File: config.mk
export PLATFORM = sky130hd
export DESIGN_NAME = nand_command_sequencer
export DESIGN_NICKNAME = d
export VERILOG_FILES = /design/src/hw/rtl/ncs_pkg.sv /design/src/hw/rtl/ncs_check.sv /design/src/hw/rtl/ncs_step_gen.sv /design/src/hw/rtl/nand_command_sequencer.sv
export SDC_FILE = /design/constraint.sdc
export NUM_CORES = 1
export LEC_CHECK = 0
export ABC_AREA = 1
export BUFFER_PORTS_ARGS = -buffer_cell sky130_fd_sc_hd__buf_2
export CORE_MARGIN = 2
export CORE_UTILIZATION = 29
export CTS_BUF_LIST = sky130_fd_sc_hd__clkbuf_16
export DETAILED_ROUTE_END_ITERATION = 12
export PLACE_DENSITY = 0.45
export SLEW_MARGIN = 20
export SYNTH_ARGS = -nofsm -noshare
export SYNTH_HDL_FRONTEND = slang
export SYNTH_HIERARCHICAL = 1
export SYNTH_SLANG_ARGS = --single-unit
export TNS_END_PERCENT = 5
File: constraint.sdc
create_clock -name clk -period 5 [get_ports clk]
set_clock_uncertainty 0.1 [all_clocks]
set_input_delay 0.25 -clock clk [delete_from_list [all_inputs] [get_ports clk]]
set_output_delay 0.25 -clock clk [all_outputs]
set_load 0.005 [all_outputs]
File: src/hw/rtl/ncs_pkg.sv
// Package for the NAND command sequencer: geometry constants, NAND command
// bytes, bus-cycle kinds, status codes, run kinds and the result word struct.
// No dependencies.
`timescale 1ns / 1ps

package ncs_pkg;

  // Device geometry
  localparam int unsigned DEVICE_BYTES    = 134217728;
  localparam int unsigned PAGE_BYTES      = 2048;
  localparam int unsigned SPARE_BYTES     = 64;
  localparam int unsigned PAGES_PER_BLOCK = 64;

  localparam int unsigned BLOCK_BYTES = PAGE_BYTES * PAGES_PER_BLOCK;

  localparam logic [31:0] PAGE_MASK   = ~(32'(PAGE_BYTES) - 32'd1);
  localparam logic [31:0] BLOCK_MASK  = ~(32'(BLOCK_BYTES) - 32'd1);
  localparam logic [31:0] PAGE_OFFSET = 32'(PAGE_BYTES);

  // Flash window spans twice the device size above the base address
  localparam logic [32:0] WINDOW_BYTES = 33'(64'(DEVICE_BYTES) * 64'd2);

  localparam logic [9:0] PAGE_WORDS  = 10'(PAGE_BYTES / 4);
  localparam logic [9:0] SPARE_WORDS = 10'(SPARE_BYTES / 4);

  // Copy-back source and destination must sit in the same plane
  localparam int unsigned PLANE_BIT = 24;

  localparam int unsigned STEP_W = 5;

  // NAND command bytes
  localparam logic [7:0] CMD_READ     = 8'h00;
  localparam logic [7:0] CMD_READ_GO  = 8'h30;
  localparam logic [7:0] CMD_PROG     = 8'h80;
  localparam logic [7:0] CMD_PROG_GO  = 8'h10;
  localparam logic [7:0] CMD_COPY_RD  = 8'h35;
  localparam logic [7:0] CMD_COPY_WR  = 8'h85;
  localparam logic [7:0] CMD_ERASE    = 8'h60;
  localparam logic [7:0] CMD_ERASE_GO = 8'hD0;

  localparam logic [7:0] FILL_BYTE     = 8'hFF;
  localparam logic [7:0] BAD_MARK_BYTE = 8'h00;

  typedef enum logic [2:0] {
    OP_READ   = 3'd0,
    OP_SPARE  = 3'd1,
    OP_WRITE  = 3'd2,
    OP_ERASE  = 3'd3,
    OP_COPY   = 3'd4,
    OP_MARK   = 3'd5,
    OP_STATUS = 3'd6,
    OP_UNUSED = 3'd7
  } ncs_op_t;

  typedef enum logic [3:0] {
    K_CE_ON     = 4'd0,
    K_CE_OFF    = 4'd1,
    K_WP_OFF    = 4'd2,
    K_WP_ON     = 4'd3,
    K_CMD       = 4'd4,
    K_ADDR      = 4'd5,
    K_DATA      = 4'd6,
    K_WAIT      = 4'd7,
    K_RD        = 4'd8,
    K_WR        = 4'd9,
    K_ECC_START = 4'd10,
    K_ECC_STOP  = 4'd11,
    K_ECC_WRITE = 4'd12,
    K_STATUS    = 4'd13,
    K_DONE      = 4'd14
  } ncs_kind_t;

  typedef enum logic [1:0] {
    ST_OK      = 2'd0,
    ST_NOINIT  = 2'd1,
    ST_BADADDR = 2'd2,
    ST_WRERR   = 2'd3
  } ncs_status_t;

  typedef enum logic [3:0] {
    RUN_NONE,
    RUN_NOINIT,
    RUN_BADADDR,
    RUN_READ,
    RUN_SPARE,
    RUN_WRITE,
    RUN_ERASE,
    RUN_COPY,
    RUN_MARK,
    RUN_STATUS
  } ncs_run_t;

  typedef struct packed {
    ncs_kind_t   kind;
    logic [7:0]  data;
    logic [9:0]  words;
    ncs_status_t code;
    logic        last;
  } ncs_word_t;

endpackage

File: src/hw/rtl/ncs_check.sv
// Request check: aligns the addresses, tests them against the flash window
// and picks the bus-cycle run for the request. Depends on ncs_pkg.
`timescale 1ns / 1ps

module ncs_check (
  input  logic [2:0]       opcode,
  input  logic [31:0]      address,
  input  logic [31:0]      src_address,
  input  logic [31:0]      base_address,
  input  logic [32:0]      window_end,
  input  logic             initialized,
  input  logic             awaiting,
  output ncs_pkg::ncs_run_t run,
  output logic [31:0]      dst_aligned,
  output logic [31:0]      src_aligned,
  output logic             awaiting_next
);
  import ncs_pkg::*;

  logic [31:0] page_a;
  logic [31:0] blk_a;
  logic [31:0] base_sel;
  logic        add_page;
  logic        dst_ok;
  logic        src_ok;
  logic        plane_ok;
  logic        addr_ok;
  ncs_op_t     op;

  function automatic logic in_window(input logic [31:0] x, input logic [31:0] lo,
                                     input logic [32:0] hi);
    in_window = (x >= lo) && ({1'b0, x} < hi);
  endfunction

  assign op     = ncs_op_t'(opcode);
  assign page_a = address & PAGE_MASK;
  assign blk_a  = address & BLOCK_MASK;
  assign src_aligned = src_address & PAGE_MASK;

  always_comb begin
    case (op)
      OP_SPARE: begin
        base_sel = page_a;
        add_page = 1'b1;
      end
      OP_ERASE: begin
        base_sel = blk_a;
        add_page = 1'b0;
      end
      OP_MARK: begin
        base_sel = blk_a;
        add_page = 1'b1;
      end
      default: begin
        base_sel = page_a;
        add_page = 1'b0;
      end
    endcase
  end

  // spare area sits one page above the aligned address, wrapping at 32 bits
  assign dst_aligned = add_page ? base_sel + PAGE_OFFSET : base_sel;

  assign dst_ok   = in_window(dst_aligned, base_address, window_end);
  assign src_ok   = in_window(src_aligned, base_address, window_end);
  assign plane_ok = page_a[PLANE_BIT] == src_aligned[PLANE_BIT];
  assign addr_ok  = dst_ok && ((op != OP_COPY) || (src_ok && plane_ok));

  always_comb begin
    run           = RUN_NONE;
    awaiting_next = awaiting;
    if (op == OP_STATUS) begin
      if (awaiting) begin
        run           = RUN_STATUS;
        awaiting_next = 1'b0;
      end
    end else if (op != OP_UNUSED && !awaiting) begin
      if (!initialized) begin
        run = RUN_NOINIT;
      end else if (!addr_ok) begin
        run = RUN_BADADDR;
      end else begin
        case (op)
          OP_READ:  run = RUN_READ;
          OP_SPARE: run = RUN_SPARE;
          OP_WRITE: run = RUN_WRITE;
          OP_ERASE: run = RUN_ERASE;
          OP_COPY:  run = RUN_COPY;
          OP_MARK:  run = RUN_MARK;
          default:  run = RUN_NONE;
        endcase
        if (op == OP_WRITE || op == OP_ERASE || op == OP_COPY) begin
          awaiting_next = 1'b1;
        end
      end
    end
  end

endmodule

File: src/hw/rtl/ncs_step_gen.sv
// Step table: gives the bus-cycle word for one step of a run, with the
// address bytes picked from the aligned addresses. Depends on ncs_pkg.
`timescale 1ns / 1ps

module ncs_step_gen (
  input  ncs_pkg::ncs_run_t  run,
  input  logic [4:0]         step,
  input  logic [31:0]        dst,
  input  logic [31:0]        src,
  input  logic               wr_err,
  output ncs_pkg::ncs_word_t word
);
  import ncs_pkg::*;

  function automatic ncs_word_t mk(input ncs_kind_t k, input logic [7:0] d,
                                   input logic [9:0] w, input ncs_status_t c,
                                   input logic l);
    ncs_word_t r;
    r.kind  = k;
    r.data  = d;
    r.words = w;
    r.code  = c;
    r.last  = l;
    mk = r;
  endfunction

  function automatic ncs_word_t plain(input ncs_kind_t k);
    plain = mk(k, 8'h00, 10'd0, ST_OK, 1'b0);
  endfunction

  function automatic ncs_word_t cmd(input logic [7:0] c);
    cmd = mk(K_CMD, c, 10'd0, ST_OK, 1'b0);
  endfunction

  // row/column address bytes; second column byte keeps only bits 11:8
  function automatic ncs_word_t addr(input logic [31:0] x, input logic [1:0] idx);
    logic [7:0] b;
    case (idx)
      2'd0:    b = x[7:0];
      2'd1:    b = {4'b0000, x[11:8]};
      2'd2:    b = x[19:12];
      default: b = x[27:20];
    endcase
    addr = mk(K_ADDR, b, 10'd0, ST_OK, 1'b0);
  endfunction

  localparam ncs_word_t DONE_OK  = '{K_DONE, 8'h00, 10'd0, ST_OK, 1'b1};
  localparam ncs_word_t IDLE_W   = '{K_DONE, 8'h00, 10'd0, ST_OK, 1'b1};
  localparam ncs_word_t STATUS_L = '{K_STATUS, 8'h00, 10'd0, ST_OK, 1'b1};

  always_comb begin
    word = IDLE_W;
    case (run)
      RUN_READ: begin
        case (step) inside
          5'd0:           word = plain(K_CE_ON);
          5'd1:           word = cmd(CMD_READ);
          [5'd2:5'd5]:    word = addr(dst, 2'(step - 5'd2));
          5'd6:           word = cmd(CMD_READ_GO);
          5'd7:           word = plain(K_WAIT);
          5'd8:           word = plain(K_ECC_START);
          5'd9:           word = mk(K_RD, 8'h00, PAGE_WORDS, ST_OK, 1'b0);
          5'd10:          word = plain(K_ECC_STOP);
          5'd11:          word = mk(K_RD, 8'h00, SPARE_WORDS, ST_OK, 1'b0);
          5'd12:          word = plain(K_CE_OFF);
          default:        word = DONE_OK;
        endcase
      end
      RUN_SPARE: begin
        case (step) inside
          5'd0:           word = plain(K_CE_ON);
          5'd1:           word = cmd(CMD_READ);
          [5'd2:5'd5]:    word = addr(dst, 2'(step - 5'd2));
          5'd6:           word = cmd(CMD_READ_GO);
          5'd7:           word = plain(K_WAIT);
          5'd8:           word = mk(K_RD, 8'h00, SPARE_WORDS, ST_OK, 1'b0);
          5'd9:           word = plain(K_CE_OFF);
          default:        word = DONE_OK;
        endcase
      end
      RUN_WRITE: begin
        case (step) inside
          5'd0:           word = plain(K_WP_OFF);
          5'd1:           word = plain(K_CE_ON);
          5'd2:           word = cmd(CMD_PROG);
          [5'd3:5'd6]:    word = addr(dst, 2'(step - 5'd3));
          5'd7:           word = plain(K_ECC_START);
          5'd8:           word = mk(K_WR, 8'h00, PAGE_WORDS, ST_OK, 1'b0);
          5'd9:           word = plain(K_ECC_STOP);
          [5'd10:5'd15]:  word = mk(K_DATA, FILL_BYTE, 10'd0, ST_OK, 1'b0);
          [5'd16:5'd18]:  word = plain(K_ECC_WRITE);
          5'd19:          word = cmd(CMD_PROG_GO);
          5'd20:          word = plain(K_WAIT);
          default:        word = STATUS_L;
        endcase
      end
      RUN_ERASE: begin
        case (step) inside
          5'd0:           word = plain(K_WP_OFF);
          5'd1:           word = plain(K_CE_ON);
          5'd2:           word = cmd(CMD_ERASE);
          [5'd3:5'd4]:    word = addr(dst, 2'(step - 5'd1));
          5'd5:           word = cmd(CMD_ERASE_GO);
          5'd6:           word = plain(K_WAIT);
          default:        word = STATUS_L;
        endcase
      end
      RUN_COPY: begin
        case (step) inside
          5'd0:           word = plain(K_WP_OFF);
          5'd1:           word = plain(K_CE_ON);
          5'd2:           word = cmd(CMD_READ);
          [5'd3:5'd6]:    word = addr(src, 2'(step - 5'd3));
          5'd7:           word = cmd(CMD_COPY_RD);
          5'd8:           word = plain(K_WAIT);
          5'd9:           word = cmd(CMD_COPY_WR);
          [5'd10:5'd13]:  word = addr(dst, 2'(step - 5'd10));
          5'd14:          word = cmd(CMD_PROG_GO);
          5'd15:          word = plain(K_WAIT);
          default:        word = STATUS_L;
        endcase
      end
      RUN_MARK: begin
        case (step) inside
          5'd0:           word = plain(K_WP_OFF);
          5'd1:           word = plain(K_CE_ON);
          5'd2:           word = cmd(CMD_PROG);
          [5'd3:5'd6]:    word = addr(dst, 2'(step - 5'd3));
          5'd7:           word = mk(K_DATA, BAD_MARK_BYTE, 10'd0, ST_OK, 1'b0);
          5'd8:           word = cmd(CMD_PROG_GO);
          5'd9:           word = plain(K_WAIT);
          5'd10:          word = plain(K_STATUS);
          5'd11:          word = plain(K_CE_OFF);
          5'd12:          word = plain(K_WP_ON);
          default:        word = DONE_OK;
        endcase
      end
      RUN_STATUS: begin
        case (step) inside
          5'd0:    word = plain(K_CE_OFF);
          5'd1:    word = plain(K_WP_ON);
          default: word = mk(K_DONE, 8'h00, 10'd0, wr_err ? ST_WRERR : ST_OK, 1'b1);
        endcase
      end
      RUN_NOINIT:  word = mk(K_DONE, 8'h00, 10'd0, ST_NOINIT, 1'b1);
      RUN_BADADDR: word = mk(K_DONE, 8'h00, 10'd0, ST_BADADDR, 1'b1);
      default:     word = IDLE_W;
    endcase
  end

endmodule

File: src/hw/rtl/nand_command_sequencer.sv
// NAND command sequencer top: input register, request check, step sequencer
// and output register. Depends on ncs_pkg, ncs_check, ncs_step_gen.
// The first word of a run passes the input, sequencer and output registers.
// Throughput: one word per cycle while out_ready is high; a request holds the
// sequencer for its run length (1 to 22 words), ignored requests start no run.
// Reset (rst, synchronous): pipeline empty, no status pending, base zero, not initialized.
`timescale 1ns / 1ps

module nand_command_sequencer (
  input  logic        clk,
  input  logic        rst,
  // configuration port
  input  logic        psel,
  input  logic        penable,
  input  logic        pwrite,
  input  logic [2:0]  paddr,
  input  logic [31:0] pwdata,
  output logic [31:0] prdata,
  output logic        pready,
  // request channel
  input  logic        in_valid,
  output logic        in_ready,
  input  logic [2:0]  opcode,
  input  logic [31:0] address,
  input  logic [31:0] src_address,
  input  logic [7:0]  status_byte,
  // bus-cycle word channel
  output logic        out_valid,
  input  logic        out_ready,
  output logic [3:0]  cycle_kind,
  output logic [7:0]  bus_byte,
  output logic [9:0]  burst_words,
  output logic [1:0]  status_code,
  output logic        last
);
  import ncs_pkg::*;

  // configuration registers; window_end tracks base_address + window size
  logic [31:0] base_address;
  logic        initialized;
  logic [32:0] window_end;

  // pending status report after program, erase or copy
  logic        awaiting_status;

  // input register
  logic        req_valid;
  logic [2:0]  req_op;
  logic [31:0] req_addr;
  logic [31:0] req_src;
  logic        req_err;

  // sequencer: one run at a time, one word per step
  logic        seq_valid;
  ncs_run_t    seq_run;
  logic [31:0] seq_dst;
  logic [31:0] seq_src;
  logic        seq_err;
  logic [STEP_W-1:0] seq_step;

  // output register
  ncs_word_t   out_word;

  ncs_run_t    dec_run;
  logic [31:0] dec_dst;
  logic [31:0] dec_src;
  logic        awaiting_next;
  ncs_word_t   step_word;

  logic        cfg_wr;
  logic        seq_adv;
  logic        seq_end;
  logic        req_take;

  assign pready = 1'b1;
  assign cfg_wr = psel && penable && pwrite;
  assign prdata = paddr[2] ? {31'b0, initialized} : base_address;

  ncs_check u_check (
    .opcode        (req_op),
    .address       (req_addr),
    .src_address   (req_src),
    .base_address  (base_address),
    .window_end    (window_end),
    .initialized   (initialized),
    .awaiting      (awaiting_status),
    .run           (dec_run),
    .dst_aligned   (dec_dst),
    .src_aligned   (dec_src),
    .awaiting_next (awaiting_next)
  );

  ncs_step_gen u_step (
    .run    (seq_run),
    .step   (seq_step),
    .dst    (seq_dst),
    .src    (seq_src),
    .wr_err (seq_err),
    .word   (step_word)
  );

  // Sequencer moves when the output register is empty or being drained.
  // A new request is decoded into the sequencer in the cycle its last word
  // leaves, so runs follow each other with no gap.
  assign seq_adv  = seq_valid && (!out_valid || out_ready);
  assign seq_end  = seq_adv && step_word.last;
  assign req_take = req_valid && (!seq_valid || seq_end);
  assign in_ready = !req_valid || req_take;

  always_ff @(posedge clk) begin
    if (rst) begin
      base_address    <= 32'd0;
      initialized     <= 1'b0;
      window_end      <= WINDOW_BYTES;
      awaiting_status <= 1'b0;
      req_valid       <= 1'b0;
      seq_valid       <= 1'b0;
      out_valid       <= 1'b0;
    end else begin
      if (cfg_wr) begin
        if (paddr[2]) begin
          initialized <= pwdata[0];
        end else begin
          base_address <= pwdata;
          window_end   <= {1'b0, pwdata} + WINDOW_BYTES;
        end
      end

      if (in_valid && in_ready) begin
        req_valid <= 1'b1;
      end else if (req_take) begin
        req_valid <= 1'b0;
      end

      // status state follows each request as it is decoded, in order
      if (req_take) begin
        seq_valid       <= dec_run != RUN_NONE;
        awaiting_status <= awaiting_next;
      end else if (seq_end) begin
        seq_valid <= 1'b0;
      end

      if (seq_adv) begin
        out_valid <= 1'b1;
      end else if (out_ready) begin
        out_valid <= 1'b0;
      end
    end
  end

  // payload registers
  always_ff @(posedge clk) begin
    if (in_valid && in_ready) begin
      req_op   <= opcode;
      req_addr <= address;
      req_src  <= src_address;
      req_err  <= status_byte[0];
    end
    if (req_take) begin
      seq_run  <= dec_run;
      seq_dst  <= dec_dst;
      seq_src  <= dec_src;
      seq_err  <= req_err;
      seq_step <= '0;
    end else if (seq_adv) begin
      seq_step <= seq_step + STEP_W'(1);
    end
    if (seq_adv) begin
      out_word <= step_word;
    end
  end

  assign cycle_kind  = out_word.kind;
  assign bus_byte    = out_word.data;
  assign burst_words = out_word.words;
  assign status_code = out_word.code;
  assign last        = out_word.last;

  // longest run is the page program, 22 words
  a_step_range: assert property (@(posedge clk) disable iff (rst)
    seq_valid |-> seq_step < 5'd22)
    else $error("sequencer step beyond longest run");

  // while a status report is pending only the report itself starts a run
  a_hold_for_status: assert property (@(posedge clk) disable iff (rst)
    (req_take && awaiting_status) |-> (dec_run == RUN_STATUS || dec_run == RUN_NONE))
    else $error("run started while status pending");

  // runs that end in a status request leave the block waiting for the report
  a_status_armed: assert property (@(posedge clk) disable iff (rst)
    (req_take && (dec_run == RUN_WRITE || dec_run == RUN_ERASE ||
                  dec_run == RUN_COPY)) |=> awaiting_status)
    else $error("status wait not armed");

  // a run keeps the sequencer busy until its last word
  a_run_continues: assert property (@(posedge clk) disable iff (rst)
    (seq_adv && !step_word.last) |=> seq_valid)
    else $error("run dropped before last word");

endmodule

======== Word level (Yosys, flattened, before mapping) ========
Index checks and enable logic that the tools add are counted.
storage, ports and cells
  output and inout port bits .............. 60
  register bits after elaboration ......... 218
  input bits .............................. 117
operators by class
  bitwise logic cells ..................... 1
  muxes and demuxes ....................... 84
  add/sub/neg operators ................... 7
  $lt $le $gt $ge ......................... 14
  equal/unequal tests ..................... 40
  reductions and logical operators ........ 46
operator list
  operator                                                            number
  2-to-1 mux 25 bit                                                   56
  case mux 25 bit (9 select lines)                                    1
  case mux 8 bit (3 select lines)                                     5
  < comparator 32 x 33 -> 1 bit                                       2
  greater-or-equal comparator 32 bit                                  2
  2-to-1 mux 32 bit                                                   2
  equality test 5 x 4 -> 1 bit (second input constant)                7
  adder 32 x 29 -> 33 bit (second input constant)                     1
  adder 32 x 12 -> 32 bit (second input constant)                     1
  case mux 4 bit (6 select lines)                                     1
  2-to-1 mux 4 bit                                                    5
  logical AND 1 bit                                                   17
  2-to-1 mux 17 bit                                                   1
  equality test 4 x 3 -> 1 bit (second input constant)                4
  equality test 5 x 3 -> 1 bit (second input constant)                3
  less-or-equal comparator 5 x 3 -> 1 bit (second input constant)     3
  nonzero test 2 bit                                                  7
  2-to-1 mux 1 bit                                                    12
  equality test 5 bit (second input constant)                         2
  greater-or-equal comparator 5 x 2 -> 1 bit (second input constant)  2
  less-or-equal comparator 5 x 4 -> 1 bit (second input constant)     2
  equality test 3 bit (second input constant)                         3
  equality test 2 x 1 -> 1 bit (second input constant)                4
  equality test 2 bit (second input constant)                         4
  26 further kinds                                                    45

======== Longest topological paths before layout ========
Gate-level depths: netlist of the first run.
  depth in word-level cells ............... 19
  depth in mapped cells ................... 34
  gate-level depth less buffers ........... 34

======== Modules after synthesis ========
The synthesis of the first run kept the hierarchy.
modules (own cells, without submodules)
  module                  instances  cells an instance  area an instance (um2)
  nand_command_sequencer  1          468                6961.7
  ncs_check               1          562                3405.8
  ncs_step_gen            1          491                2199.6

======== Worst setup path after synthesis of the first run ========
OpenSTA, ideal clock, no wires.
  path type ............................... flip-flop to flip-flop
  start ................................... register req_op[0]
  end ..................................... register seq_valid
  path buffers ............................ 0
  period minus slack after synthesis ...... 3.606 ns
  slack ................................... 1.394 ns
  arrival time ............................ 3.436 ns
  setup time .............................. 0.070 ns
  cell stages (with the launch flop) ...... 29
  cell sequence ........................... edfxtp_1 nand2_4 o21ai_4 inv_2 nand2_1 inv_1 ha_1 inv_1 nor2_1 nand3_2 nor2_4 nand3b_4 nor2_4 nand3_2 xor2_1 ha_1 nand2_1 nor2_1 and2_1 nand3_1 a21oi_1 nor2_1 nor2_1 nand2_1 o21ai_0 nor2_1 nand2_1 nand2_1 a21oi_1
on the way
  longest elaborated chain between the ends .. 14
ends and longest elaborated chain
  item                                                                                        RTL line                       RTL
  start: declaration                                                                          nand_command_sequencer.sv:48   logic [2:0] req_op;
  start signal: assignment                                                                    nand_command_sequencer.sv:154  req_op <= opcode;
  equality test 3 bit / equality test 3 x 2 -> 1 bit (equally long branches)                  ncs_check.sv:41                case (op)
  OR reduction 2 bit (no line)                                                                -
  2-to-1 mux 17 bit                                                                           ncs_check.sv:41
  adder 32 x 12 -> 32 bit                                                                     ncs_check.sv:62                assign dst_aligned = add_page ? base_sel + PAGE_OFFSET : base_sel;
  2-to-1 mux 32 bit *                                                                         ncs_check.sv:62
  via dec_dst[29]                                                                             nand_command_sequencer.sv:65   logic [31:0] dec_dst;
  < comparator 32 x 33 -> 1 bit / greater-or-equal comparator 32 bit (equally long branches)  ncs_check.sv:32                in_window = (x >= lo) && ({1'b0, x} < hi);
  logical AND 1 bit *                                                                         ncs_check.sv:32
  logical AND 1 bit *                                                                         ncs_check.sv:67                assign addr_ok = dst_ok && ((op != OP_COPY) || (src_ok && plane_ok));
  2-to-1 mux 4 bit *                                                                          ncs_check.sv:80                end else if (!addr_ok) begin
  2-to-1 mux 4 bit *                                                                          ncs_check.sv:78                if (!initialized) begin
  2-to-1 mux 4 bit *                                                                          ncs_check.sv:77                end else if (op != OP_UNUSED && !awaiting) begin
  2-to-1 mux 4 bit *                                                                          ncs_check.sv:72                if (op == OP_STATUS) begin
  via dec_run[3]                                                                              nand_command_sequencer.sv:64   ncs_run_t dec_run;
  nonzero test 4 bit *                                                                        nand_command_sequencer.sv:137  seq_valid <= dec_run != RUN_NONE;
  2-to-1 mux 1 bit *                                                                          nand_command_sequencer.sv:136  if (req_take) begin
  end signal: assignment                                                                      nand_command_sequencer.sv:117  seq_valid <= 1'b0;
  end signal: assignment                                                                      nand_command_sequencer.sv:137
  end signal: assignment                                                                      nand_command_sequencer.sv:140  seq_valid <= 1'b0;
  end: declaration                                                                            nand_command_sequencer.sv:54   logic seq_valid;
Mark *: on every way through the listed nets, which the timed path passes. The rest lies on a longest branch.
A chain may end at the register's enable or synchronous reset.

======== Worst setup path in the final report of the first run ========
Ends and elaborated chain as after synthesis.

==> impl_metrics.yaml, run 1 <==
run_status:
  run_status: "complete, no violations"
job:
  maxCapViolCount: 0
sta:
  rsz0062_at_grt: "false"
  relSlewSlack_pct: 36.5
  hold_viol_final: 0
  setup_viol: 0
  worstMarginPinSlew_ns: 0.947
  holdWs_ns: 0.0310
  finalCriticalPeriod_ns: 4.34
  drv_slew: 0
  max_freq_mhz: 230
  fin_ws_ns: 0.656
  timing.setup.tns_ns: 0
  min_period_over_period_pct: 86.9
final_layout:
  nets: 1892
  antenna_cells: 0
  layout-drive-gt1-share_pct: 14.1
  fin_cells: 2226
  areaGrowthSynthToFinish_pct: 20.8
  post-route-cell-area_um2: 14100
clock_tree:
  ctsResizeCount: 0
  cts_buffers: 17
  cts.sinks: 179
  cts_root_buf: "clkbuf_16"
  cts_buffer_depth: 2
  postCtsSetupRepairBufs: 0
  cts_tree: "built"
  h-tree-depth: 4
  clk_pin_slew_worst_paths_ns: 0.07
  postCtsHoldBufs: 79
  clkLatencyLatePin_ns: 0.45
grt:
  grt_max_degree: 38
  grtUsageTotal_pct: 16.5
  antenna_found_initial: 0
  grt_overflow: 0
  grt_pass1_wl_um: 52300
  grt_pass1_vias: 9546
critical_path:
  slowest_stage: "edfxtp_1"
  crit_arrival_ns: 4.63
  cp-start-kind: "flip-flop"
  slowest_delay_ns: 0.52
  crit_path_end_kind: "flip-flop"
  required_ns: 5.28
  path_class: "reg -> reg"
  crit_path_max_fanout: 6
pwr:
  vdd_drop_max_v: 0.000249
  p_int_mw: 2.71
  powerDensity_nw_per_um2: 277
  swShare_pct: 30.6
  p_sw_mw: 1.19
  pwr-share-seq_pct: 44.6
  leakagePower_nw: 6.32
  combPwrFrac_pct: 19.3
  clock_power_share_pct: 36.1
floorplan:
  start_util_pct: 29.4
  core_um2: 39600
  dieArea_um2: 41700
  die_h_um: 204
  io_pins: 177
  die_w_um: 204
  rows: 73
place:
  gp_congestion: 0.884
  place_ws_ns: 0.656
  hpwl_um: 25900
  place_area_um2: 12700
  placed_cells: 2115
  port_buffers: 144
synth:
  netlist_instances: 1487
  synth_warnings: 6
  postSynthAreaPerCell_um2: 7.83
  netlist_area_um2: 11600
routing:
  first_pass_iters: 5
  wl_um: 33400
  drc_errors: 0
  num_vias: 9881
  drt_iter0_markers: 579
  via_per_inst: 4.44
  wire_per_inst_um: 15.0
  detail-route-antenna-nets: 0
hold_path:
  hold_class: "in -> reg"
==> path summary, 6_finish.rpt <==
| kind | start | end | slack (ns) | cells after the start |
|---|---|---|---|---|
| max | req_op[0] | seq_valid | 0.66 | 28 |
| min | pwdata[30] | base_address[30] | 0.03 | 3 |
| max reg2reg | req_op[0] | seq_valid | 0.66 | 28 |
| min reg2reg | req_err | seq_err | 0.33 | 0 |
==> worst max-delay path, delay by kind of cell (launching register included) <==
family | cells | cell delay (ns)
XOR/XNOR | 1 | 0.18
buffers and inverters | 3 | 0.21
adder cells (fa/ha/maj) | 2 | 0.49
AND/OR/NAND/NOR | 18 | 2.18
flip-flops | 1 | 0.52
AO/OA/AOI/OAI | 4 | 0.59
==> final cells by class <==
cell class                      count  area (um2)
Fill cell                        4264       25600
Multi-Input combinational cell   1054        5520
Sequential cell                   179        4900
Timing Repair Buffer              231        1600
Inverter                          205         773
Tap cell                          525         657
Clock buffer                       17         425
Clock inverter                     15         190
==> registers in the layout (all words and copies together), names as in the netlist, 2 cells and up <==
register      count
base_address     32
seq_dst          28
seq_src          28
req_addr         21
req_src          21
burst_words      10
bus_byte          8
seq_step          5
window_end        5
cycle_kind        4
seq_run           4
req_op            3
status_code       2
==> stage by stage <==
step	power [mW]	util [%]
finish	3.90	35.5
global route	4.12	35.5
CTS	3.96	35.5
detailed placement	2.48	31.9
global placement	2.47	31.9
floorplan	2.26	-
==> power groups by stage <==
stage               sequential [mW]  clock (mW)  combinational [mW]
floorplan                      1.75           0               0.505
global placement               1.77           0               0.701
detailed placement             1.77           0               0.708
CTS                            1.74        1.46               0.757
global route                   1.75        1.51               0.858
finish                         1.74        1.41               0.753
==> per-layer routing <==
layer	share of wire [%]	wire length [um]	vias to the layer above	GRT usage, %
met1	47	15600	4552	21.0
li1	-	-	5122	-
met5	0	0	-	0
met3	3.2	1070	34	2.69
met4	2.3	762	0	5.28
met2	48	16000	173	28.2
==> layout by cell type, fill, tap and decap left out, types with 3 or more instances in the layout <==
cell,instances
a21oi_1,56
buf_2,144
buf_4,6
clkbuf_16,17
clkinvlp_4,3
conb_1,31
dfxtp_1,47
dlygate4sd3_1,79
edfxtp_1,132
ha_1,87
inv_1,188
inv_2,13
inv_8,5
nand2_1,386
nand2_2,4
nand2_4,3
nand3_1,71
nand3_2,5
nand4_1,19
nor2_1,222
nor2_2,5
nor2_4,11
nor3_1,12
o211ai_1,5
o21ai_0,68
o21ai_1,21
xnor2_1,4
xor2_1,16
Note: power is estimated with default switching activity, not from simulation.
==> run 2, diff against run 1 <==
ABC_AREA = unset   (was 1)
==> run 2 against run 1 <==
Net effect:
- worst setup slack got worse by 0.36 ns
- utilization up 0.43 points
- global-route usage is 0.39 points lower
- sequential power is essentially flat
- cell count shrank 18%
- maximum frequency is 7.6% lower
- sequential cell count stayed put
- via count shrank 9.8%
- wire length shrank 4.1%
- clock power shrank 3%
- combinational power decreased by 24%
- first-iteration DRC count fell by 8.8%
==> impl_metrics.yaml, run 2 <==
critical_path:
  crit_path_max_fanout: 4
  slowest_delay_ns: 0.40
  path_cells: "xor2_1 -> nand2_1 -> and2_4 -> ha_4 -> nand3_4 -> nor3_4 -> and3_4 -> and2_4 -> and3_4 -> nand4_1 -> xnor2_2 -> ha_1 -> nand4b_1 -> nor4_2 -> nor4b_4 -> a211oi_4 -> buf_4 -> o2111a_1 -> a211o_1 -> o41ai_2 -> a21oi_1"
  critPathBufInv: 1
  r2r_slack_ns: 0.30
  reg2regPathDepth: 21
  crit_path_end_kind: "flip-flop"
  crit_arrival_ns: 4.89
  path_class: "reg -> reg"
  slowest_stage: "edfxtp_1"
  path_delay_family: "simple AND/OR/NAND/NOR gates"
  r2r_start: "req_op[1]"
  r2r_end: "seq_valid"
  cp-start-kind: "flip-flop"
  required_ns: 5.19
floorplan:
  die_w_um: 201
  start_util_pct: 29.2
  rows: 72
  core_um2: 38500
  io_pins: 177
  dieArea_um2: 40400
  die_h_um: 201
grt:
  grt_pass1_wl_um: 50600
  grt_overflow: 0
  antenna_found_initial: 0
  grtUsageTotal_pct: 16.1
  grt_pass1_vias: 8824
  grt_max_degree: 57
final_layout:
  final_common_cell: "buf_2"
  nets: 1502
  top_regs: "base_address (32), seq_dst (28), seq_src (28)"
  largest_reg_flops: 32
  layout-drive-gt1-share_pct: 21.0
  fillers: 3895
  multi_input_area_um2: 5740
  regArea_um2: 4910
  postLayoutCoreUtil_pct: 35.9
  regMostFlops: "base_address"
  areaGrowthSynthToFinish_pct: 22.9
  antenna_cells: 0
  mostFrequentLayoutCells: "buf_2 (144), nand2_1 (132), edfxtp_1 (132), a21oi_1 (93), ha_1 (85)"
pwr:
  powerDensity_nw_per_um2: 269
  finalPower_mw: 3.72
  leakagePower_nw: 5.13
  vdd_drop_max_v: 0.000249
routing:
  wire_per_inst_um: 17.5
  wl_um: 32100
  via_per_inst: 4.87
  detail-route-antenna-nets: 0
  drt_iter0_markers: 528
  first_pass_iters: 5
  drc_errors: 0
  num_vias: 8916
clock_tree:
  h-tree-depth: 4
  cts_tree: "built"
  cts_buffer_depth: 2
  clk_pin_slew_worst_paths_ns: 0.07
  clkLatencyLatePin_ns: 0.44
  cts.sinks: 179
  cts_root_buf: "clkbuf_16"
  cts_buffers: 17
sta:
  setup_viol: 0
  hold_viol_final: 0
  relSlewSlack_pct: 31.0
  worstMarginPinSlew_ns: 1.03
  max_freq_mhz: 213
  finalCriticalPeriod_ns: 4.70
  min_period_over_period_pct: 94.0
  drv_slew: 0
place:
  gp_congestion: 0.881
  port_buffers: 144
  hpwl_um: 23800
synth:
  synth_warnings: 6
  postSynthAreaPerCell_um2: 10.2
  netlist_instances: 1102
  netlist_area_um2: 11200
hold_path:
  hold_depth: 3
  hp-start: "out_ready"
  hold_end: "out_valid"
  hold_class: "in -> reg"
run_status:
  run_status: "complete, no violations"
job:
  maxCapViolCount: 0
-- run 2: worst max path at each step --
stage,start,to,slack (ns),cells after the start
after global routing,req_op[1],seq_valid,-0.007,21
final,req_op[1],seq_valid,0.30,21
after floorplan,req_op[1],seq_valid,0.59,22
after detailed placement,req_op[2],seq_valid,-0.04,21
after global placement,req_op[1],seq_valid,-0.03,21
after CTS,req_op[2],seq_valid,0.03,22
-- run 2: cell type report --
cell class | instances | area share, %
multi-input combinational | 795 | 41.5
sequential | 179 | 35.5
timing repair buffer | 251 | 12.6
tap | 518 | 4.69
clock buffer | 17 | 3.08
inverter | 54 | 1.47
clock inverter | 15 | 1.14
-- run 2: through the flow --
stage	instance area (um2)	setup WS, ns	hold slack [ns]	TNS, ns	instances
4_1_cts	13700	0.0342	0.0139	0	1826
3_3_place_gp	12300	-0.0295	0.328	-0.0295	1715
5_1_grt	13800	-0.00682	0.0601	-0.00682	1829
6_report	13800	0.298	0.0406	0	1829
3_5_place_dp	12300	-0.0424	0.329	-0.0424	1715
2_1_floorplan	11300	0.594	0.249	0	1130
-- run 2: layer usage --
layer / share of wire, % / wire [um] / up-vias / track usage (%)
li1: - / - / 4417 / -
met3: 4.4 / 1400 / 25 / 2.65
met4: 1.7 / 561 / 0 / 5.24
met2: 47 / 15100 / 267 / 26.3
met1: 47 / 15000 / 4207 / 21.6
met5: 0 / 0 / - / 0
-- run 2: repair_timing --
action | in CTS | in global routing
resized for setup | 4 | 23
hold buffers | 79 | 0
buffers inserted | 0 | 3
hold endpoints to repair | 81 | 0
endpoints found under the setup margin | 1 | 3
pin swaps | 1 | 15
-- run 2: tightest hold or removal path, delay by kind of cell --
| kind | cells | cell delay, ns |
|---|---|---|
| buffers and inverters | 1 | 0.08 |
| and+or+nand+nor | 1 | 0.12 |
| AOI/OAI and AO/OA | 1 | 0.08 |
-- run 2: report_power, final --
group / internal, mW / switching, mW / total (mW)
logic: 0.264 / 0.310 / 0.575
registers: 1.69 / 0.0840 / 1.77
clock network: 0.743 / 0.626 / 1.37
total: 2.70 / 1.02 / 3.72
==> run 3, diff against run 2 <==
PLACE_DENSITY = 0.52   (was 0.45)
clock period = 4.82 ns   (was 5 ns; I/O delays follow)
==> run 3 against run 2 <==
Net effect:
- cell count up 0.49%
- worst hold slack better by 0.085 ns
- worst setup slack lost 0.091 ns
- final area grew 0.47%
- maximum frequency rose by 1.9%
- largest power group unchanged
- highest routed layer unchanged
==> impl_metrics.yaml, run 3 (synthesis gave the netlist of run 2 again) <==
run_status:
  run_status: "complete, no violations"
sta:
  max_freq_mhz: 217
  relSlewSlack_pct: 29.3
  fin_ws_ns: 0.206
  worstMarginPinSlew_ns: 1.06
  setup_viol: 0
  min_period_over_period_pct: 95.7
  drv_slew: 0
  hold_viol_final: 0
  finalCriticalPeriod_ns: 4.61
final_layout:
  top_regs: "base_address (32), seq_dst (28), seq_src (28)"
  largest_reg_flops: 32
  final_common_cell: "buf_2"
  regMostFlops: "base_address"
  fin_cells: 1838
  nets: 1510
  mostFrequentLayoutCells: "buf_2 (144), edfxtp_1 (132), nand2_1 (131), a21oi_1 (93), ha_1 (86)"
  layout-drive-gt1-share_pct: 21.4
  areaGrowthSynthToFinish_pct: 23.4
place:
  hpwl_um: 23500
  port_buffers: 144
  place_ws_ns: -0.128
  placed_cells: 1719
  gp_congestion: 0.912
critical_path:
  slowest_stage: "a2111oi_4"
  path_delay_family: "compound AO/OA/AOI/OAI gates"
  crit_arrival_ns: 4.81
  path_cells: "xor2_1 -> nand2_1 -> and2_4 -> ha_4 -> nand3_2 -> nor3_2 -> and3_4 -> and2_4 -> and3_4 -> buf_4 -> nand2_1 -> xnor2_1 -> ha_1 -> a21o_1 -> a21o_1 -> a2111oi_4 -> a211oi_4 -> o2111a_1 -> a211o_1 -> o41ai_2 -> a21oi_1"
  cp-start-kind: "flip-flop"
  path_class: "reg -> reg"
  crit_path_max_fanout: 3
  slowest_delay_ns: 0.41
  crit_path_end_kind: "flip-flop"
  required_ns: 5.02
  critPathBufInv: 1
routing:
  detail-route-antenna-nets: 0
  wl_um: 32000
  wire_per_inst_um: 17.4
  num_vias: 9085
  via_per_inst: 4.94
  first_pass_iters: 7
  drt_iter0_markers: 664
  drc_errors: 0
grt:
  grtUsageTotal_pct: 15.8
  grt_max_degree: 62
  grt_overflow: 0
  grt_pass1_wl_um: 50100
  antenna_found_initial: 0
  grt_pass1_vias: 9052
clock_tree:
  cts_buffer_depth: 2
  cts_tree: "built"
  h-tree-depth: 4
  cts_root_buf: "clkbuf_16"
  clk_pin_slew_worst_paths_ns: 0.08
  cts_buffers: 17
  clkLatencyLatePin_ns: 0.45
  cts.sinks: 179
floorplan:
  rows: 72
  start_util_pct: 29.2
  die_w_um: 201
  dieArea_um2: 40400
  die_h_um: 201
  io_pins: 177
  core_um2: 38500
pwr:
  finalPower_mw: 3.85
  powerDensity_nw_per_um2: 278
  leakagePower_nw: 5.18
  vdd_drop_max_v: 0.000250
hold_path:
  hold_class: "in -> reg"
job:
  maxCapViolCount: 0
==> run 3: layout make-up <==
type,instances,area (um2)
Sequential cell,179,4910
Timing Repair Buffer,259,1810
Clock inverter,15,164
Multi-Input combinational cell,795,5720
Inverter,54,203
Tap cell,518,648
Antenna cell,1,2.50
Clock buffer,17,425
Fill cell,3849,24600
==> run 3: worst paths after layout <==
path,from,end,slack (ns),cells past startpoint
worst min-delay path,pwrite,initialized,0.13,4
worst max-delay path,req_op[1],seq_valid,0.21,21
worst max register to register,req_op[1],seq_valid,0.21,21
worst min register to register,window_end[29],window_end[29],0.36,2
==> run 3: layer usage <==
metal | global-route usage, % | up-vias | wire length [um]
li1 | - | 4431 | -
met2 | 25.8 | 288 | 15200
met4 | 5.26 | 0 | 638
met3 | 2.76 | 35 | 1330
met5 | 0 | - | 0
met1 | 21.1 | 4331 | 14800
==> run 3: timing repair <==
action / CTS / global route
resized for setup: 7 / 17
buffers inserted: 0 / 6
gates cloned: 0 / 0
setup endpoints to repair: 1 / 2
pin swaps: 2 / 16
hold endpoints to repair: 82 / 0
hold buffers: 80 / 0
==> run 3: power by group <==
part / switching (mW) / total, mW / leakage (nW) / internal [mW]
logic: 0.329 / 0.607 / 3.24 / 0.278
clock network: 0.711 / 1.41 / 0.295 / 0.698
registers: 0.0834 / 1.84 / 1.64 / 1.75
==> run 3: per-stage QoR <==
step | setup TNS [ns] | hold slack, ns | util [%] | area (um2)
6_report | 0 | 0.125 | 36.1 | 13900
5_1_grt | -0.0793 | 0.126 | 36.1 | 13900
3_3_place_gp | -0.0654 | 0.319 | 32.0 | 12300
3_5_place_dp | -0.128 | 0.320 | 32.0 | 12300
2_1_floorplan | 0 | 0.240 | - | 11300
4_1_cts | 0 | 0.102 | 35.7 | 13700
==> run 3: tightest hold or removal path: stages <==
cell and delay (ns):
buf_2 0.11, nand4_1 0.13, mux2i_1 0.09, nor2_1 0.07
